File: src/rtl/core/rpe_pkg.sv
// Shared types, constants and fixed-point helpers for the recurrence polynomial evaluator.
`timescale 1ns / 1ps

package rpe_pkg;

  localparam int DATA_WIDTH    = 32;
  localparam int FRAC_BITS     = 28;
  localparam int MAX_ORDER_DEF = 16;
  localparam int ORDER_WIDTH   = 4;
  localparam int INDEX_WIDTH   = 4;

  typedef logic signed [DATA_WIDTH-1:0]   fx_t;
  typedef logic signed [2*DATA_WIDTH-1:0] fx_wide_t;

  localparam fx_t FX_MAX  = {1'b0, {(DATA_WIDTH-1){1'b1}}};
  localparam fx_t FX_MIN  = {1'b1, {(DATA_WIDTH-1){1'b0}}};
  localparam fx_t FX_ZERO = '0;
  localparam fx_t FX_ONE  = (FRAC_BITS >= DATA_WIDTH - 1) ? FX_MAX :
                            fx_t'(fx_t'(1) << FRAC_BITS);

  // Input item kinds
  localparam logic KIND_WRITE = 1'b0;
  localparam logic KIND_EVAL  = 1'b1;

  // Multiply/accumulate phase of one general recurrence step
  typedef enum logic [2:0] {
    MUL_NONE,
    MUL_T_CV,    // product t * P_k
    MUL_B_PV,    // take t * P_k, product b * P_{k-1}
    MUL_T_CS,    // finish value, product t * P'_k
    MUL_B_PS,    // start slope, product b * P'_{k-1}
    MUL_FINISH   // finish slope
  } mul_op_t;

  // Source of the committed result
  typedef enum logic [1:0] {
    COMMIT_ORDER0,
    COMMIT_ORDER1,
    COMMIT_GENERAL
  } commit_sel_t;

  typedef struct packed {
    logic        wr_coef;
    logic        start_eval;
    logic        load_shift;
    mul_op_t     op;
    logic        commit;
    commit_sel_t sel;
  } rpe_cmd_t;

  typedef struct packed {
    logic out_free;
    logic last;
    logic first;
  } rpe_status_t;

  function automatic fx_t fx_add(input fx_t a, input fx_t b);
    logic [DATA_WIDTH:0] s;
    s = {a[DATA_WIDTH-1], a} + {b[DATA_WIDTH-1], b};
    if (s[DATA_WIDTH] != s[DATA_WIDTH-1]) begin
      return s[DATA_WIDTH] ? FX_MIN : FX_MAX;
    end
    return s[DATA_WIDTH-1:0];
  endfunction

  function automatic fx_t fx_sub(input fx_t a, input fx_t b);
    logic [DATA_WIDTH:0] s;
    s = {a[DATA_WIDTH-1], a} - {b[DATA_WIDTH-1], b};
    if (s[DATA_WIDTH] != s[DATA_WIDTH-1]) begin
      return s[DATA_WIDTH] ? FX_MIN : FX_MAX;
    end
    return s[DATA_WIDTH-1:0];
  endfunction

  // Floor-shift an exact product back to the fixed-point grid and saturate.
  function automatic fx_t fx_scale(input fx_wide_t p);
    fx_wide_t q;
    logic     fits;
    q    = p >>> FRAC_BITS;
    fits = (&q[2*DATA_WIDTH-1:DATA_WIDTH-1]) | ~(|q[2*DATA_WIDTH-1:DATA_WIDTH-1]);
    if (!fits) begin
      return q[2*DATA_WIDTH-1] ? FX_MIN : FX_MAX;
    end
    return q[DATA_WIDTH-1:0];
  endfunction

endpackage

File: src/rtl/core/rpe_if.sv
// Handshake interfaces for the input item and result channels.
`timescale 1ns / 1ps

interface rpe_in_if;
  import rpe_pkg::*;
  logic                   valid;
  logic                   ready;
  logic                   kind;
  logic [INDEX_WIDTH-1:0] entry_index;
  fx_t                    coef_shift;
  fx_t                    coef_scale;
  fx_t                    point;

  modport source(output valid, kind, entry_index, coef_shift, coef_scale, point,
                 input ready);
  modport sink(input valid, kind, entry_index, coef_shift, coef_scale, point,
               output ready);
endinterface

interface rpe_out_if;
  import rpe_pkg::*;
  logic                   valid;
  logic                   ready;
  logic [ORDER_WIDTH-1:0] order;
  fx_t                    value;
  fx_t                    slope;
  logic                   last;

  modport source(output valid, order, value, slope, last, input ready);
  modport sink(input valid, order, value, slope, last, output ready);
endinterface

File: src/rtl/core/rpe_datapath.sv
// Datapath: coefficient memory, recurrence registers, shared multiplier and result register.
`timescale 1ns / 1ps

module rpe_datapath import rpe_pkg::*; #(
  parameter int MAX_ORDER = MAX_ORDER_DEF
) (
  input  logic                   clk,
  input  logic                   rst_n,
  input  rpe_cmd_t               cmd,
  output rpe_status_t            st,
  input  logic [INDEX_WIDTH-1:0] in_entry_index,
  input  fx_t                    in_coef_shift,
  input  fx_t                    in_coef_scale,
  input  fx_t                    in_point,
  input  logic                   cfg_wr_en,
  input  logic [ORDER_WIDTH-1:0] cfg_wr_data,
  input  logic                   out_ready,
  output logic                   out_valid,
  output logic [ORDER_WIDTH-1:0] out_order,
  output fx_t                    out_value,
  output fx_t                    out_slope,
  output logic                   out_last
);

  localparam int AW = (MAX_ORDER > 1) ? $clog2(MAX_ORDER) : 1;
  localparam int ORDER_CAP = (2 ** ORDER_WIDTH) - 1;
  localparam logic [ORDER_WIDTH-1:0] TOP_ORDER =
    ORDER_WIDTH'((MAX_ORDER - 1 > ORDER_CAP) ? ORDER_CAP : MAX_ORDER - 1);

  logic [2*DATA_WIDTH-1:0] coef_mem [MAX_ORDER];
  logic [2*DATA_WIDTH-1:0] coef_rd_r;
  logic [AW-1:0]           rd_addr;
  logic [ORDER_WIDTH-1:0]  k_dec;
  logic                    wr_hit;

  logic [ORDER_WIDTH-1:0]  degree_r;
  logic [ORDER_WIDTH-1:0]  n_r;
  logic [ORDER_WIDTH-1:0]  k_r;
  fx_t x_r, t_r, b_r;
  fx_t cur_v_r, prev_v_r, cur_s_r, prev_s_r;
  fx_t acc_v_r, acc_s_r;
  fx_wide_t prod_r;

  fx_t      rd_shift, rd_scale;
  fx_t      mul_a, mul_b;
  fx_wide_t prod_nxt;
  fx_t      prod_sat;
  fx_t      new_v, new_s;

  logic                   out_valid_r;
  logic [ORDER_WIDTH-1:0] out_order_r;
  fx_t                    out_value_r, out_slope_r;
  logic                   out_last_r;

  // Coefficient table: one write port, one registered read port
  assign wr_hit  = cmd.wr_coef && (32'(in_entry_index) < MAX_ORDER);
  assign k_dec   = k_r - ORDER_WIDTH'(1);
  assign rd_addr = AW'(k_dec);

  always_ff @(posedge clk) begin
    if (wr_hit) begin
      coef_mem[AW'(in_entry_index)] <= {in_coef_shift, in_coef_scale};
    end
    coef_rd_r <= coef_mem[rd_addr];
  end

  assign rd_shift = coef_rd_r[2*DATA_WIDTH-1:DATA_WIDTH];
  assign rd_scale = coef_rd_r[DATA_WIDTH-1:0];

  // Shared multiplier operand select
  always_comb begin
    case (cmd.op)
      MUL_B_PV: begin
        mul_a = b_r;
        mul_b = prev_v_r;
      end
      MUL_T_CS: begin
        mul_a = t_r;
        mul_b = cur_s_r;
      end
      MUL_B_PS: begin
        mul_a = b_r;
        mul_b = prev_s_r;
      end
      default: begin
        mul_a = t_r;
        mul_b = cur_v_r;
      end
    endcase
  end

  assign prod_nxt = fx_wide_t'(mul_a) * fx_wide_t'(mul_b);
  assign prod_sat = fx_scale(prod_r);

  always_comb begin
    case (cmd.sel)
      COMMIT_ORDER0: begin
        new_v = FX_ONE;
        new_s = FX_ZERO;
      end
      COMMIT_ORDER1: begin
        new_v = t_r;
        new_s = FX_ONE;
      end
      default: begin
        new_v = acc_v_r;
        new_s = acc_s_r;
      end
    endcase
  end

  // Control registers
  always_ff @(posedge clk) begin
    if (!rst_n) begin
      degree_r    <= '0;
      n_r         <= '0;
      k_r         <= '0;
      out_valid_r <= 1'b0;
    end else begin
      if (cfg_wr_en) begin
        degree_r <= cfg_wr_data;
      end
      if (cmd.start_eval) begin
        n_r <= (degree_r > TOP_ORDER) ? TOP_ORDER : degree_r;
        k_r <= '0;
      end else if (cmd.commit) begin
        k_r <= k_r + ORDER_WIDTH'(1);
      end
      if (cmd.commit) begin
        out_valid_r <= 1'b1;
      end else if (out_ready) begin
        out_valid_r <= 1'b0;
      end
    end
  end

  // Recurrence state
  always_ff @(posedge clk) begin
    if (!rst_n) begin
      cur_v_r  <= FX_ZERO;
      prev_v_r <= FX_ZERO;
      cur_s_r  <= FX_ZERO;
      prev_s_r <= FX_ZERO;
    end else if (cmd.start_eval) begin
      cur_v_r  <= FX_ZERO;
      prev_v_r <= FX_ZERO;
      cur_s_r  <= FX_ZERO;
      prev_s_r <= FX_ZERO;
    end else if (cmd.commit) begin
      prev_v_r <= cur_v_r;
      cur_v_r  <= new_v;
      prev_s_r <= cur_s_r;
      cur_s_r  <= new_s;
    end
  end

  // Payload registers
  always_ff @(posedge clk) begin
    if (cmd.start_eval) begin
      x_r <= in_point;
    end
    if (cmd.load_shift) begin
      t_r <= fx_sub(x_r, rd_shift);
      b_r <= rd_scale;
    end
    if (cmd.op == MUL_T_CV || cmd.op == MUL_B_PV || cmd.op == MUL_T_CS ||
        cmd.op == MUL_B_PS) begin
      prod_r <= prod_nxt;
    end
    case (cmd.op)
      MUL_B_PV:   acc_v_r <= prod_sat;
      MUL_T_CS:   acc_v_r <= fx_sub(acc_v_r, prod_sat);
      MUL_B_PS:   acc_s_r <= fx_add(cur_v_r, prod_sat);
      MUL_FINISH: acc_s_r <= fx_sub(acc_s_r, prod_sat);
      default: ;
    endcase
    if (cmd.commit) begin
      out_order_r <= k_r;
      out_value_r <= new_v;
      out_slope_r <= new_s;
      out_last_r  <= (k_r == n_r);
    end
  end

  assign st.out_free = !out_valid_r || out_ready;
  assign st.last     = (k_r == n_r);
  assign st.first    = (k_r == ORDER_WIDTH'(1));

  assign out_valid = out_valid_r;
  assign out_order = out_order_r;
  assign out_value = out_value_r;
  assign out_slope = out_slope_r;
  assign out_last  = out_last_r;

  a_commit_fills_out: assert property (@(posedge clk) disable iff (!rst_n)
    cmd.commit |=> out_valid_r)
    else $error("commit did not load the result register");

  a_commit_order: assert property (@(posedge clk) disable iff (!rst_n)
    cmd.commit |=> out_order_r == $past(k_r))
    else $error("result order does not match the step counter");

endmodule

File: src/rtl/core/rpe_ctrl.sv
// Sequencer: accepts items and steps the datapath through each recurrence order.
`timescale 1ns / 1ps

module rpe_ctrl import rpe_pkg::*; (
  input  logic        clk,
  input  logic        rst_n,
  input  logic        in_valid,
  input  logic        in_kind,
  output logic        in_ready,
  input  rpe_status_t st,
  output rpe_cmd_t    cmd
);

  typedef enum logic [3:0] {
    S_IDLE,
    S_ORDER0,
    S_READ,
    S_SHIFT,
    S_M1,
    S_M2,
    S_M3,
    S_M4,
    S_M5,
    S_WRITE
  } state_t;

  state_t state_r, state_nxt;
  logic   in_ready_r;
  logic   accept;

  assign accept   = in_valid && in_ready_r;
  assign in_ready = in_ready_r;

  always_comb begin
    cmd       = '0;
    state_nxt = state_r;
    case (state_r)
      S_IDLE: begin
        if (accept) begin
          if (in_kind == KIND_EVAL) begin
            cmd.start_eval = 1'b1;
            state_nxt      = S_ORDER0;
          end else begin
            cmd.wr_coef = 1'b1;
          end
        end
      end
      S_ORDER0: begin
        cmd.sel = COMMIT_ORDER0;
        if (st.out_free) begin
          cmd.commit = 1'b1;
          state_nxt  = st.last ? S_IDLE : S_READ;
        end
      end
      S_READ: state_nxt = S_SHIFT;
      S_SHIFT: begin
        cmd.load_shift = 1'b1;
        state_nxt      = st.first ? S_WRITE : S_M1;
      end
      S_M1: begin
        cmd.op    = MUL_T_CV;
        state_nxt = S_M2;
      end
      S_M2: begin
        cmd.op    = MUL_B_PV;
        state_nxt = S_M3;
      end
      S_M3: begin
        cmd.op    = MUL_T_CS;
        state_nxt = S_M4;
      end
      S_M4: begin
        cmd.op    = MUL_B_PS;
        state_nxt = S_M5;
      end
      S_M5: begin
        cmd.op    = MUL_FINISH;
        state_nxt = S_WRITE;
      end
      S_WRITE: begin
        cmd.sel = st.first ? COMMIT_ORDER1 : COMMIT_GENERAL;
        if (st.out_free) begin
          cmd.commit = 1'b1;
          state_nxt  = st.last ? S_IDLE : S_READ;
        end
      end
      default: state_nxt = S_IDLE;
    endcase
  end

  always_ff @(posedge clk) begin
    if (!rst_n) begin
      state_r    <= S_IDLE;
      in_ready_r <= 1'b0;
    end else begin
      state_r    <= state_nxt;
      in_ready_r <= (state_nxt == S_IDLE);
    end
  end

  a_commit_needs_room: assert property (@(posedge clk) disable iff (!rst_n)
    cmd.commit |-> st.out_free)
    else $error("commit while the result register is occupied");

  a_last_returns_idle: assert property (@(posedge clk) disable iff (!rst_n)
    cmd.commit && st.last |=> state_r == S_IDLE && in_ready_r)
    else $error("sequencer did not return to idle after the last order");

  a_ready_only_idle: assert property (@(posedge clk) disable iff (!rst_n)
    in_ready_r |-> state_r == S_IDLE && !cmd.commit && cmd.op == MUL_NONE)
    else $error("input ready while a step is in progress");

endmodule

File: src/rtl/core/recurrence_polynomial_evaluator_unit.sv
// Top level of the three-term recurrence polynomial evaluator.
`timescale 1ns / 1ps

// Evaluates monic orthogonal polynomials by the three-term recurrence
// P_{k+1} = (x - a_k) P_k - b_k P_{k-1} together with the derivative
// recurrence, in signed Q3.28 with floor-rounded, saturating products and
// saturating sums. A transaction on in_item with kind = 0 writes the pair
// (coef_shift, coef_scale) = (a_k, b_k) into table entry entry_index
// (an index beyond the table is dropped) and yields no result. A transaction
// with kind = 1 evaluates at point and yields degree + 1 result transactions
// on out_result, order 0 upward, with last set on the highest order; entries
// 0 .. degree-1 must have been written before. degree is taken from
// cfg_wr_data when cfg_wr_en is high, and must only change while the unit is
// idle. Write transactions are accepted back to back. An evaluation commits
// order 0 directly; order 1 takes a table read, a shift subtract and a
// commit, and every higher order takes a table read, a shift subtract, four
// passes through the single shared 32x32 multiplier, a finishing subtract
// and a commit. A degree above MAX_ORDER - 1 is clamped to it. A new
// item is accepted in the cycle after the last result is committed, while
// that result may still wait in the output register. Stalls on out_result
// hold the sequencer at its commit step.
module recurrence_polynomial_evaluator_unit import rpe_pkg::*; #(
  parameter int MAX_ORDER = MAX_ORDER_DEF
) (
  input  logic                   clk,
  input  logic                   rst_n,
  input  logic                   cfg_wr_en,
  input  logic [ORDER_WIDTH-1:0] cfg_wr_data,
  rpe_in_if.sink                 in_item,
  rpe_out_if.source              out_result
);

  rpe_cmd_t    cmd;
  rpe_status_t st;

  // Sequencer: owns the input handshake and the step schedule
  rpe_ctrl u_ctrl (
    .clk      (clk),
    .rst_n    (rst_n),
    .in_valid (in_item.valid),
    .in_kind  (in_item.kind),
    .in_ready (in_item.ready),
    .st       (st),
    .cmd      (cmd)
  );

  // Datapath: table, recurrence registers, multiplier, result register
  rpe_datapath #(
    .MAX_ORDER (MAX_ORDER)
  ) u_datapath (
    .clk            (clk),
    .rst_n          (rst_n),
    .cmd            (cmd),
    .st             (st),
    .in_entry_index (in_item.entry_index),
    .in_coef_shift  (in_item.coef_shift),
    .in_coef_scale  (in_item.coef_scale),
    .in_point       (in_item.point),
    .cfg_wr_en      (cfg_wr_en),
    .cfg_wr_data    (cfg_wr_data),
    .out_ready      (out_result.ready),
    .out_valid      (out_result.valid),
    .out_order      (out_result.order),
    .out_value      (out_result.value),
    .out_slope      (out_result.slope),
    .out_last       (out_result.last)
  );

endmodule
File: src/flat_wrapper.sv
// flat-port wrapper written by rule: the top's interface ports become plain ports
module recurrence_polynomial_evaluator_unit_flat import rpe_pkg::*;
#(
  parameter int MAX_ORDER = MAX_ORDER_DEF
)
  (clk, rst_n, cfg_wr_en, cfg_wr_data, in_item_valid, in_item_kind, in_item_entry_index, in_item_coef_shift, in_item_coef_scale, in_item_point, in_item_ready, out_result_valid, out_result_order, out_result_value, out_result_slope, out_result_last, out_result_ready);
  rpe_in_if in_item_i ();
  rpe_out_if out_result_i ();
  input  logic clk;
  input  logic rst_n;
  input  logic cfg_wr_en;
  input  logic [ORDER_WIDTH-1:0] cfg_wr_data;
  input wire logic [$bits(in_item_i.valid)-1:0] in_item_valid;
  input wire logic [$bits(in_item_i.kind)-1:0] in_item_kind;
  input wire logic [$bits(in_item_i.entry_index)-1:0] in_item_entry_index;
  input wire logic [$bits(in_item_i.coef_shift)-1:0] in_item_coef_shift;
  input wire logic [$bits(in_item_i.coef_scale)-1:0] in_item_coef_scale;
  input wire logic [$bits(in_item_i.point)-1:0] in_item_point;
  output wire logic [$bits(in_item_i.ready)-1:0] in_item_ready;
  output wire logic [$bits(out_result_i.valid)-1:0] out_result_valid;
  output wire logic [$bits(out_result_i.order)-1:0] out_result_order;
  output wire logic [$bits(out_result_i.value)-1:0] out_result_value;
  output wire logic [$bits(out_result_i.slope)-1:0] out_result_slope;
  output wire logic [$bits(out_result_i.last)-1:0] out_result_last;
  input wire logic [$bits(out_result_i.ready)-1:0] out_result_ready;
  assign in_item_i.valid = in_item_valid;
  assign in_item_i.kind = in_item_kind;
  assign in_item_i.entry_index = in_item_entry_index;
  assign in_item_i.coef_shift = in_item_coef_shift;
  assign in_item_i.coef_scale = in_item_coef_scale;
  assign in_item_i.point = in_item_point;
  assign in_item_ready = in_item_i.ready;
  assign out_result_valid = out_result_i.valid;
  assign out_result_order = out_result_i.order;
  assign out_result_value = out_result_i.value;
  assign out_result_slope = out_result_i.slope;
  assign out_result_last = out_result_i.last;
  assign out_result_i.ready = out_result_ready;
  recurrence_polynomial_evaluator_unit #(.MAX_ORDER(MAX_ORDER)) u_core (.clk(clk), .rst_n(rst_n), .cfg_wr_en(cfg_wr_en), .cfg_wr_data(cfg_wr_data), .in_item(in_item_i), .out_result(out_result_i));
endmodule
File: config.mk
export PLATFORM = sky130hd
export DESIGN_NAME = recurrence_polynomial_evaluator_unit_flat
export DESIGN_NICKNAME = d
export VERILOG_FILES = /design/src/rtl/core/rpe_pkg.sv /design/src/rtl/core/rpe_if.sv /design/src/rtl/core/rpe_datapath.sv /design/src/rtl/core/rpe_ctrl.sv /design/src/rtl/core/recurrence_polynomial_evaluator_unit.sv /design/src/flat_wrapper.sv
export SDC_FILE = /design/constraint.sdc
export NUM_CORES = 2
export LEC_CHECK = 0
export BUFFER_PORTS_ARGS = -buffer_cell sky130_fd_sc_hd__clkbuf_2
export CAP_MARGIN = 40
export CORE_MARGIN = 4
export CORE_UTILIZATION = 47
export DETAILED_ROUTE_END_ITERATION = 12
export GPL_TIMING_DRIVEN = 0
export SLEW_MARGIN = 15
export SYNTH_ARGS = -nofsm -noshare
export SYNTH_HDL_FRONTEND = slang
export SYNTH_HIERARCHICAL = 1
export SYNTH_SLANG_ARGS = --single-unit
File: constraint.sdc
create_clock -name clk -period 11.83 [get_ports clk]
set_input_delay 0.5915 -clock clk [delete_from_list [all_inputs] [get_ports clk]]
set_output_delay 0.5915 -clock clk [all_outputs]
set_load 0.05 [all_outputs]
* After elaboration in Yosys (flattened, before gate mapping) *
Memory sizes are Yosys's and may differ from the RTL's. A register that Yosys moved wholly into a read port is not among the register bits.
Cells that the tools add are included.

operators by class
  div/mod/pow operators = 0
  multiplexer cells = 48
  $lt $le $gt $ge = 1
  add/sub/neg operators = 6
  reduce and logical (&&, ||, !) cells = 17
  multiply operators = 1
  bitwise logic cells = 3
  equal/unequal tests = 21
  shifts and indexed selects = 0

operator list
  operator                                                               count
  32-bit 2-to-1 mux                                                      15
  32-bit case mux with 2 select lines                                    4
  32-bit by 32-bit subtractor with 33-bit output                         3
  32-bit case mux with 3 select lines                                    1
  32-bit by 32-bit multiplier with 64-bit output                         1
  4-bit case mux with 9 select lines                                     1
  32-bit by 32-bit adder with 33-bit output                              1
  4-bit 2-to-1 mux                                                       5
  4-bit by 3-bit equality test with 1-bit output, second input constant  4
  1-bit 2-to-1 mux                                                       16
  3-bit case mux with 5 select lines                                     1
  4-bit by 1-bit equality test with 1-bit output, second input constant  2
  4-bit by 2-bit equality test with 1-bit output, second input constant  2
  4-bit equality test, second input constant                             2
  4-bit zero test                                                        2
  2-bit 2-to-1 mux                                                       4
  3-bit by 2-bit equality test with 1-bit output, second input constant  2
  3-bit equality test, second input constant                             2
  3-bit case mux with 2 select lines                                     1
  2-bit nonzero test                                                     3
  2-bit OR reduction                                                     3
  5-bit AND reduction                                                    1
  5-bit OR reduction                                                     1
  4-bit by 1-bit adder with 4-bit output, second input constant          1
  other kinds (12)                                                       19

storage, ports and cells
  memories = 1
  memory bits (read-only) = 0
  output and inout bits = 71
  bits in latches = 0
  logic and storage cells = 118
  RAM bits = 1024
  register bits after elaboration = 439

memory list
  memory                      words  width  read ports  clocked after memory_dff  write ports  line                text
  u_core.u_datapath.coef_mem  16     64     1           1                         1            rpe_datapath.sv:30  logic [2*DATA_WIDTH-1:0] coef_mem [MAX_ORDER];

* Logic depth before layout (Yosys ltp) *
  depth after elaboration = 10
  mapped depth = 41
  mapped depth without buffers = 35

* By module *
Netlist, hierarchy kept.

by module, submodules not included
  module        area an instance (µm²)  cells each  instances
  rpe_datapath  97337.1                 7647        1
  rpe_ctrl      392.9                   45          1

* Worst setup path after synthesis *
Ideal clock, no wire load.

  path type = register to register
  start point = register u_core.u_ctrl.state_r[1]
  end point = register u_core.u_datapath.prod_r[63] (data pin)
  data arrival time = 9915 ps
  setup slack = 1652 ps
  library setup time = 264 ps
  clock period less this slack = 10178 ps
  stages on the path, launching flop included = 35
  buffers on the path = 5
  cells stage by stage = dfxtp_1 > buf_4 > or2b_2 > a21oi_1 > buf_4 > nand2b_1 > buf_4 > inv_2 > clkbuf_1 > a221oi_1 > o21ai_0 > inv_1 > nor2_1 > fa_1 > fa_1 > fa_1 > fa_1 > inv_1 > fa_1 > inv_1 > fa_1 > inv_1 > fa_1 > inv_1 > fa_1 > ha_1 > clkbuf_1 > a21o_1 > a21o_1 > a21oi_1 > o21ai_0 > a221o_1 > a21oi_1 > o31ai_1 > xnor2_1

RTL lines
  element                 line                 text
  from (decl)             rpe_ctrl.sv:27       state_t state_r, state_nxt;
  from (signal assigned)  rpe_ctrl.sv:96       state_r <= state_nxt;
  to (signal assigned)    rpe_datapath.sv:168  prod_r <= prod_nxt;
  to (decl)               rpe_datapath.sv:42   fx_wide_t prod_r;

==> results_dict.tcl <==
set metrics [dict create \
    status "completed" \
    min_path_type "in2reg" \
    slowest_delay_ns 0.72 \
    dp_hpwl_um 258100 \
    yosysTopAreaCellShare_pct 39.61 \
    grt_max_degree 35 \
    synthArstFlopShare_pct 0 \
    clk_latency_ns 0.82 \
    cap_violations 0 \
    area_growth_pct 14.44 \
    grt-ovfl-total 0 \
    initial_core_util_pct 47.20 \
    fill_cells 17480 \
    rsz0062_at_grt "no" \
    setup_viol 0 \
    synth-edff-count 1289 \
    die_area_um2 215300 \
    worst_ep_arrival_time_ns 11.98 \
    top_layer_used "met5" \
    drc 0 \
    tightest_slew_ns 1.005 \
    fmax_ghz 0.08705 \
    ys_ff_latch 1499 \
    cts_tree "built" \
    endpoint_kind "flop" \
    seq_area_um2 42910 \
    r2r-start "u_core/u_ctrl/state_r[3]" \
    critPathMaxFanout 10 \
    yosys-top-cells-count "1,289 x edfxtp_1, 1,093 x inv_1, 1,085 x fa_1, 736 x nand2_1, 723 x nor2_1" \
    r2r_slack_ns 0.34 \
    drtIter0Drc 6393 \
    layout_setup_ws_ns 0.3417 \
    grt_first_pass_wirelength_um 465700 \
    grtUsageTotal_pct 30.00 \
    yosysSeqAreaShare_pct 43.91 \
    peakVddDrop_mv 0.1406 \
    post_synth_num_cell_types 97 \
    synthMostInstantiatedCell "edfxtp_1" \
    cpMostUsedCell "fa_1" \
    synthTopCellsByArea "edfxtp_1 40%, fa_1 22%, mux4_2 7.4%" \
    worstPathRequired_ns 12.32 \
    whs_endpoint "u_core/u_datapath/x_r[3]" \
    cts_buffers 154 \
    path_class "reg2reg" \
    vias 64860 \
    die_h_um 464 \
    slew_headroom_pct 33.00 \
    met1_length_um 124000 \
    h-tree-depth 4 \
    dr_wl_met3_um 27090 \
    multi_input_area_um2 49730 \
    antenna_found_initial 27 \
    critPathLaunchType "flop" \
    ys_warn_count 6 \
    dpl_worst_slack_ns -1.041 \
    powerDensity_nw_per_um2 101.0 \
    cpMaxStageDelayCell "fa_1" \
    reg2reg_depth 33 \
    drv_slew 0 \
    final_nets 9851 \
    place_congestion 1.008 \
    netlist_area_um2 97730 \
    finalCritPeriodShare_pct 97.11 \
    cts_sinks 1499 \
    hold_viol_final 0 \
    antenna_left 0 \
    fin_crit_ns 11.49 \
    synth_nets 9198 \
    coreArea_um2 207100 \
    stdcell_area_um2 111800 \
    cts_root_buf "clkbuf_16" \
    synthCells 7692 \
    io_buffers 179 \
    stdcell_count 11280 \
    wl_met2_um 149100 \
    netlist.top_cell.by_area "edfxtp_1" \
    cellLeakagePower_nw 45.06 \
    layout-drive-gt1-share_pct 14.71 \
    wirelength_um 320200 \
    rows 167 \
    ios 181 \
    r2r-end "u_core/u_datapath/prod_r[58]" \
    min_from "in_item_point[3]" \
    die_w_um 464 \
    clock_path_buffers 3 \
    grt_pass1_vias 67150 \
    min_path_cells 1 \
    avgRoutedWirePerCell_um 28.40 \
    avgSynthCellArea_um2 12.71 \
    vias_per_cell 5.753 \
    clkSlewWorstSetupHoldPaths_ns 0.06 \
    dp.cells 10940 \
    dpl_cell_area_um2 105900 \
    synth_ff_type "edfxtp_1" \
    finClkSkew_ns 0.06069 \
    drt-pass1-iter-count 6 \
]
## registers in the layout, summed over array words and instances (netlist names), 32 cells and up
| signal | flops |
|---|---|
| u_core/u_datapath/acc_s_r | 32 |
| u_core/u_datapath/acc_v_r | 32 |
| u_core/u_datapath/b_r | 32 |
| u_core/u_datapath/coef_mem | 1024 |
| u_core/u_datapath/coef_rd_r | 64 |
| u_core/u_datapath/cur_s_r | 32 |
| u_core/u_datapath/cur_v_r | 32 |
| u_core/u_datapath/out_slope | 32 |
| u_core/u_datapath/out_value | 32 |
| u_core/u_datapath/prev_s_r | 32 |
| u_core/u_datapath/prev_v_r | 32 |
| u_core/u_datapath/prod_r | 36 |
| u_core/u_datapath/t_r | 32 |
| u_core/u_datapath/x_r | 32 |
## how the worst max path moves through the flow
stage                             startpoint                      endpoint  slack [ns]  cells after the start
finish              u_core/u_ctrl/state_r[3]  u_core/u_datapath/prod_r[58]        0.34                     33
global placement    u_core/u_ctrl/state_r[1]  u_core/u_datapath/prod_r[61]       -2.15                     32
floorplan           u_core/u_ctrl/state_r[1]  u_core/u_datapath/prod_r[63]        1.65                     34
global route        u_core/u_ctrl/state_r[3]  u_core/u_datapath/prod_r[58]       0.003                     37
detailed placement  u_core/u_ctrl/state_r[3]  u_core/u_datapath/prod_r[61]       -1.04                     35
CTS                 u_core/u_ctrl/state_r[0]  u_core/u_datapath/prod_r[58]       0.009                     35
## power by group
group | leakage (nW) | switching [mW] | internal, mW
combinational | 29.3 | 0.370 | 0.240
sequential | 13.3 | 0.0152 | 5.78
clock | 2.48 | 2.10 | 2.79
total | 45.1 | 2.49 | 8.81
## layout make-up
class | instances | share of cell area, %
antenna | 16 | 0.03580
buffer | 336 | 1.241
inverter | 1095 | 3.681
tap | 2788 | 3.119
timing repair buffer | 517 | 4.495
multi-input combinational | 4742 | 44.46
clock buffer | 194 | 3.691
clock inverter | 88 | 0.9062
sequential | 1499 | 38.37
## repair_timing
action,4_1_cts,5_1_grt
resized for setup,37,71
endpoints found under the setup margin,27,20
pin swaps,1,1
cloned,0,0
endpoints found under the hold margin,27,0
buffers inserted,2,13
hold buffers,27,0
## cell families after synthesis
family	after synthesis	share of synthesized area, %
compound gates	920	6.008
buf+inv	1451	5.631
xor+xnor	152	1.370
mux	494	9.195
flops	1499	43.91
simple gates	1772	7.600
fa+ha+maj	1404	26.29
## cells in the final DEF, fill, tap and decap left out, types with 20 or more instances in the layout
cell type / count
a21o_1: 119
a21oi_1: 322
a22oi_1: 33
and2_1: 53
and3_1: 21
buf_1: 26
buf_12: 35
buf_2: 28
buf_4: 98
buf_6: 106
buf_8: 53
clkbuf_1: 266
clkbuf_16: 157
clkbuf_2: 224
clkinv_1: 32
clkinv_2: 25
dfxtp_1: 210
dlygate4sd3_1: 27
edfxtp_1: 1289
fa_1: 1083
ha_1: 311
inv_1: 1091
mux2_2: 27
mux2i_1: 122
mux4_2: 320
nand2_1: 736
nand2b_1: 47
nand3_1: 47
nand4_1: 22
nor2_1: 710
nor2b_1: 29
nor3_1: 22
o21a_1: 36
o21ai_0: 129
o21bai_1: 20
o22ai_1: 54
xnor2_1: 97
xor2_1: 50
## metal layers
metal	GRT usage, %	up-vias
li1	-	27470
met1	39.11	33690
met2	47.22	2980
met3	6.552	707
met4	15.93	20
met5	0.2674	-
## worst max-delay path, delay by kind of cell, from the launching register on
kind            cells  cell delay (ns)
fa+ha+maj           9             4.66
compound gates      7             1.99
buf+inv             7             1.89
simple gates        8             1.59
mux                 1             0.57
flops               1             0.30
xor+xnor            1             0.14
## per-stage QoR
| stage | hold WS, ns | TNS (ns) | util, % | power (mW) |
|---|---|---|---|---|
| 2_1_floorplan | 0.3855 | 0 | - | 6.256 |
| 3_3_place_gp | 0.3859 | -234.53 | 49.31 | 6.474 |
| 3_5_place_dp | 0.3887 | -14.46 | 51.15 | 6.510 |
| 4_1_cts | 0.005412 | 0 | 53.81 | 11.39 |
| 5_1_grt | 0.03511 | 0 | 54.00 | 11.66 |
| 6_report | 0.07549 | 0 | 54.01 | 11.30 |
No activity file was read; power rests on OpenSTA's default activity.
